$ cat config.mk
export PLATFORM = sky130hd
export DESIGN_NAME = iplt_ctrl
export DESIGN_NICKNAME = d
export VERILOG_FILES = /design/src/rtl/iplt_pkg.sv /design/src/rtl/iplt_ctrl.sv
export VERILOG_INCLUDE_DIRS = /design/src /design/src/rtl
export SDC_FILE = /design/constraint.sdc
export NUM_CORES = 1
export LEC_CHECK = 0
export ABC_AREA = 1
export BUFFER_PORTS_ARGS = -buffer_cell sky130_fd_sc_hd__buf_2
export CAP_MARGIN = 20
export CORE_AREA = 4 4 41 43
export CTS_CLUSTER_DIAMETER = 100
export DETAILED_ROUTE_END_ITERATION = 6
export DIE_AREA = 0 0 45 47
export PLACE_DENSITY = 0.34
export SYNTH_ARGS = -nofsm -noshare
export SYNTH_HDL_FRONTEND = slang
export SYNTH_SLANG_ARGS = --single-unit
$ cat constraint.sdc
create_clock -name clock -period 1.1 [get_ports clock]
set_clock_uncertainty 0.05 [all_clocks]
set_input_delay 0.165 -clock clock [delete_from_list [all_inputs] [get_ports clock]]
set_output_delay 0.165 -clock clock [all_outputs]
set_load 0.02 [all_outputs]
$ cat src/rtl/ip_to_port_learning_table_defines.svh
// ----------------------------------------------------------------------------
// ip_to_port_learning_table_defines
// Assertion macros shared by the learning table modules.
// ----------------------------------------------------------------------------
`ifndef IP_TO_PORT_LEARNING_TABLE_DEFINES_SVH
`define IP_TO_PORT_LEARNING_TABLE_DEFINES_SVH

// same-cycle implication, quiet while reset is high
`define IPLT_ASSERT_NOW(label, ante, cons, msg) \
   label: assert property (@(posedge clock) disable iff (reset) (ante) |-> (cons)) \
      else $error(msg);

// next-cycle implication, quiet while reset is high
`define IPLT_ASSERT_NEXT(label, ante, cons, msg) \
   label: assert property (@(posedge clock) disable iff (reset) (ante) |=> (cons)) \
      else $error(msg);

`endif

$ cat src/rtl/iplt_pkg.sv
// ----------------------------------------------------------------------------
// iplt_pkg
// Types and constants for the IP to tunnel endpoint learning table.
// ----------------------------------------------------------------------------
package iplt_pkg;

   // request kinds
   localparam logic REQ_LEARN  = 1'b0;
   localparam logic REQ_LOOKUP = 1'b1;

   // IP header version codes
   localparam logic [3:0] IP_V4 = 4'd4;
   localparam logic [3:0] IP_V6 = 4'd6;

   // result status codes
   localparam logic [2:0] ST_DONE  = 3'd0;
   localparam logic [2:0] ST_KNOWN = 3'd1;
   localparam logic [2:0] ST_OWN   = 3'd2;
   localparam logic [2:0] ST_NOTIP = 3'd3;
   localparam logic [2:0] ST_FULL  = 3'd4;

   // request beat
   typedef struct packed {
      logic        req_type;
      logic [3:0]  ip_version;
      logic [63:0] addr_upper;
      logic [63:0] addr_lower;
      logic [31:0] origin_node;
      logic [31:0] origin_port;
   } iplt_req_type;

   // result beat
   typedef struct packed {
      logic [2:0]  status;
      logic        hit;
      logic        use_multicast;
      logic [31:0] dest_node;
      logic [31:0] dest_port;
   } iplt_rsp_type;

   // one table entry: key and endpoint
   typedef struct packed {
      logic        is_v6;
      logic [63:0] addr_upper;
      logic [63:0] addr_lower;
      logic [31:0] node;
      logic [31:0] port;
   } iplt_entry_type;

   // controller to datapath
   typedef struct packed {
      logic load;       // capture request, restart scan
      logic step;       // read next entry
      logic write;      // insert captured key at fill point
      logic resp_load;  // load output register
   } iplt_cmd_type;

   // datapath to controller
   typedef struct packed {
      logic early;       // result decided without a scan
      logic more;        // entries left to read
      logic rd_pending;  // a read is in flight
      logic match;       // the entry just read matches the key
      logic can_insert;  // learn request and room in the table
      logic out_free;    // output register can take a result
   } iplt_stat_type;

endpackage

$ cat src/rtl/iplt_ctrl.sv
// ----------------------------------------------------------------------------
// iplt_ctrl
// Sequencer: accept, scan the table, insert on a learn miss with room, deliver result.
// ----------------------------------------------------------------------------
`include "ip_to_port_learning_table_defines.svh"

module iplt_ctrl import iplt_pkg::*; (
   input  logic          clock,
   input  logic          reset,
   input  logic          req_valid,
   output logic          req_ready,
   input  iplt_stat_type stat,
   output iplt_cmd_type  cmd
);

   typedef enum logic [1:0] {
      S_IDLE,
      S_SCAN,
      S_WRITE,
      S_RESP
   } state_type;

   state_type state_ff, state_in;
   logic      req_ready_ff;

   // commands and next state
   always_comb begin
      cmd      = '0;
      state_in = state_ff;
      unique case (state_ff)
         S_IDLE: begin
            cmd.load = req_valid && req_ready_ff;
            if (cmd.load) begin
               state_in = S_SCAN;
            end
         end
         S_SCAN: begin
            priority if (stat.early || stat.match) begin
               state_in = S_RESP;
            end else if (stat.more) begin
               cmd.step = 1'b1;
            end else if (!stat.rd_pending) begin
               // scan finished without a match
               state_in = stat.can_insert ? S_WRITE : S_RESP;
            end else begin
               state_in = S_SCAN;
            end
         end
         S_WRITE: begin
            cmd.write = 1'b1;
            state_in  = S_RESP;
         end
         S_RESP: begin
            if (stat.out_free) begin
               cmd.resp_load = 1'b1;
               state_in      = S_IDLE;
            end
         end
         default: begin
            state_in = S_IDLE;
         end
      endcase
   end

   // state and registered ready
   always_ff @(posedge clock) begin
      if (reset) begin
         state_ff     <= S_IDLE;
         req_ready_ff <= 1'b0;
      end else begin
         state_ff     <= state_in;
         req_ready_ff <= (state_in == S_IDLE) && !cmd.load;
      end
   end

   assign req_ready = req_ready_ff;

   `IPLT_ASSERT_NOW(a_step_in_range, cmd.step, stat.more, "read past fill point")
   `IPLT_ASSERT_NOW(a_write_ok, cmd.write, stat.can_insert, "insert without room")
   `IPLT_ASSERT_NOW(a_resp_free, cmd.resp_load, stat.out_free, "result overwrites pending beat")
   `IPLT_ASSERT_NEXT(a_load_busy, cmd.load, !req_ready_ff, "ready held after accept")

endmodule

# Word-level counts from Yosys, hierarchy flattened
# Index checks and enable logic that the tools add are counted.
[totals]
regBits = 3
inputBits = 9
out_inout_bits = 5
elab_cells = 25
[classes]
n_eq_ne = 3
mux = 14
n_reduce_logical = 6
[ops]
columns = ["cell", "count"]
rows = [
  ["$mux W2", 5],
  ["$mux W1", 8],
  ["$pmux W2 S4", 1],
  ["$eq A2 B2 Y1 const B", 2],
  ["$logic_not A2 Y1", 2],
  ["$eq A2 B1 Y1 const B", 1],
  ["$logic_and A1 B1 Y1", 2],
  ["$logic_not A1 Y1", 1],
  ["$logic_or A1 B1 Y1", 1],
]

# Longest topological paths before layout
[logic_depth]
ltp_word = 7
mapped_depth = 7
mapped_depth_nobuf = 7

# Worst setup path before layout
# Ideal clock, no wire load.
[synth_path]
kind = "reg-to-output"
startpoint = "register state_ff[0]"
endpoint = "output port cmd[2] (netlist bit)"
t_arrival_ps = 1116
required_time_ps = 885
setup_slack_ps = -231
stages_incl_launch_ff = 3
cell_sequence = "dfxtp_1 inv_1 nor4_1"
[synth_rtl]
columns = ["element", "line", "text"]
rows = [
  ["start: declaration", "iplt_ctrl.sv:23", "state_type state_ff, state_in;"],
  ["start signal: assignment", "iplt_ctrl.sv:71", "state_ff <= state_in;"],
  ["end: declaration", "iplt_ctrl.sv:13", "output iplt_cmd_type cmd"],
]

==> impl_metrics.tcl <==
set metrics [dict create \
    status "finished, violations left" \
    violations "setup timing" \
    critical_path_required_ps 880 \
    fp-row-count 13 \
    cp_cell_sequence "nor4_4 > buf_4" \
    wl_per_cell_um 8.179 \
    synthCells 32 \
    initial_core_util 0.1452 \
    io_buffers 13 \
    regArea_um2 62.56 \
    timing.fmax_ghz 0.8139 \
    cts_made_buffers 3 \
    final_layout_size_suffix_gt1_frac 0.5962 \
    h-tree-depth 1 \
    overflow 0 \
    finalWorstPathRequiredPeriod_ps 1229 \
    nFillCells 158 \
    multi_input_comb_area_um2 127.6 \
    ys_seq_area_frac 0.3179 \
    critical_path_class "flip-flop to output pin" \
    finalSetupViolations 4 \
    cpLargestDelayFamily "flip-flops" \
    drc 0 \
    hold_class "primary input to flip-flop" \
    setup_tns_ps -351.8 \
    die_h_um 47 \
    finalNetCount 62 \
    die_x_um 45 \
    hpwl_um 419 \
    fin_cells 67 \
    ys_types 11 \
    power_density_nw_per_um2 1732 \
    io_pins 14 \
    drv_cap 0 \
    layout_setup_ws_ps -128.6 \
    viasPerCell 3.627 \
    dieArea_um2 2115 \
    cts_buffer_depth 2 \
    synthesis.nets 41 \
    cts.sinks 3 \
    antenna_left 0 \
    fin_util 0.2885 \
    cp.arrival_ps 1010 \
    path_buf_inv 1 \
    cp-end-kind "output pin" \
    hold_violations 0 \
    clk_pin_slew_ps 40 \
    coreArea_um2 1301 \
    rsz0062_at_grt "true" \
    antennaDiodeCount 0 \
    crit_path_max_fanout 5 \
    worstMarginPinSlew_ps 178.4 \
    period_share 1.117 \
    gp_congestion 0.6298 \
    syn_to_final_growth_pct 98.68 \
    p_leak_nw 0.2000 \
    grt_pass1_vias 232 \
    vias 243 \
    grtUsageTotal 0.05683 \
    cp_slowest_stage_delay_ps 350 \
    total_power_uw 650.0 \
    grt_max_degree 6 \
    cp-start-kind "flip-flop" \
    clk_latency_ps 230 \
    syn_area_per_cell_um2 5.904 \
    slew-limit-headroom 0.8802 \
    ctsHoldBuffers 0 \
    ys.warnings.count 0 \
    drv_slew 0 \
    synth-seq-cells 3 \
    grt_pass1_wl_um 793 \
    cts_tree "yes" \
    pre_cts_ws_ps -19.98 \
    dp_cells 61 \
    drtIter0Drc 2 \
    root_buffer "clkbuf_4" \
    synthesis.area_um2 188.9 \
    cpMaxStageDelayCell "dfxtp_2" \
    vdd_drop_max_v 0.0005793 \
    wirelength_um 548 \
    first_pass_iters 4 \
    antenna_found_initial 0 \
]
## per-layer routing
metal | share of wire | global-route usage | vias up
met5 | 0 | 0 | -
met4 | 0 | 0.07018 | 0
met3 | 0.11 | 0.02299 | 0
met2 | 0.48 | 0.08475 | 10
met1 | 0.41 | 0.05442 | 100
li1 | - | - | 133
## cells by family (layout without fill, tap and decap cells)
family          count (synthesis)  in the layout  synth area share
flops                           3              3            0.3179
simple gates                   19             19            0.4768
buf+inv                         9             29            0.1788
compound gates                  1              1           0.02646
## per-stage QoR
step	hold slack [ps]	area (um^2)
after global routing	55.00	375.4
after global placement	319.7	295.3
final	62.51	375.4
after detailed placement	311.1	295.3
after CTS	53.08	366.6
after floorplan	184.1	203.9
## final timing paths
| check | from | slack (ps) | end | cells past startpoint |
|---|---|---|---|---|
| worst max-delay path | state_ff[1] | -130 | cmd[2] | 2 |
| worst min-delay path | reset | 60 | state_ff[1] | 2 |
| worst min register to register | req_ready | 460 | state_ff[0] | 2 |
| worst max register to register | state_ff[0] | 40 | req_ready | 8 |
## worst reg2reg max path: cells and delay by family (launching register included)
| family | cells | cell delay (ps) |
|---|---|---|
| buffers and inverters | 3 | 280 |
| and+or+nand+nor | 5 | 320 |
| DFF | 1 | 340 |
## repair_timing
action / 4_1_cts / 5_1_grt
setup buffers: 2 / 0
endpoints found under the setup margin: 4 / 6
resized for setup: 11 / 3
pin swaps: 3 / 2
## synth_stat cells, drive strengths merged
cell | number | area, um^2
nor2 | 8 | 40.04
clkinv | 1 | 3.750
nand3 | 1 | 5.000
dfxtp | 3 | 60.06
a21oi | 1 | 5.000
inv | 8 | 30.03
nor4 | 1 | 6.260
nand2 | 9 | 38.79
## sequential cells by signal, summed over array words and instances (netlist names)
| name | cells |
|---|---|
| req_ready | 1 |
| state_ff | 2 |
## layout by cell type, fill, tap and decap left out
master / instances
buf_2: 10
inv_1: 7
nor2_1: 5
nand2_1: 5
nand2_2: 4
clkbuf_4: 3
buf_4: 3
buf_6: 3
nor2_4: 2
dfxtp_2: 2
nor2_2: 1
nand3_2: 1
inv_2: 1
clkinv_1: 1
nor4_4: 1
a21oi_1: 1
clkbuf_1: 1
dfxtp_1: 1
## power by group
group,switching (mW),internal (mW)
combinational,0.157,0.128
clock,0.0546,0.136
sequential,0.0313,0.143
## cell type report
class / instances / share of cell area
Clock buffer: 4 / 0.07000
Inverter: 9 / 0.09000
Sequential cell: 3 / 0.1667
Timing Repair Buffer: 16 / 0.2833
Tap cell: 15 / 0.05000
Multi-Input combinational cell: 20 / 0.3400
Note: power is estimated with default switching activity, not from simulation.
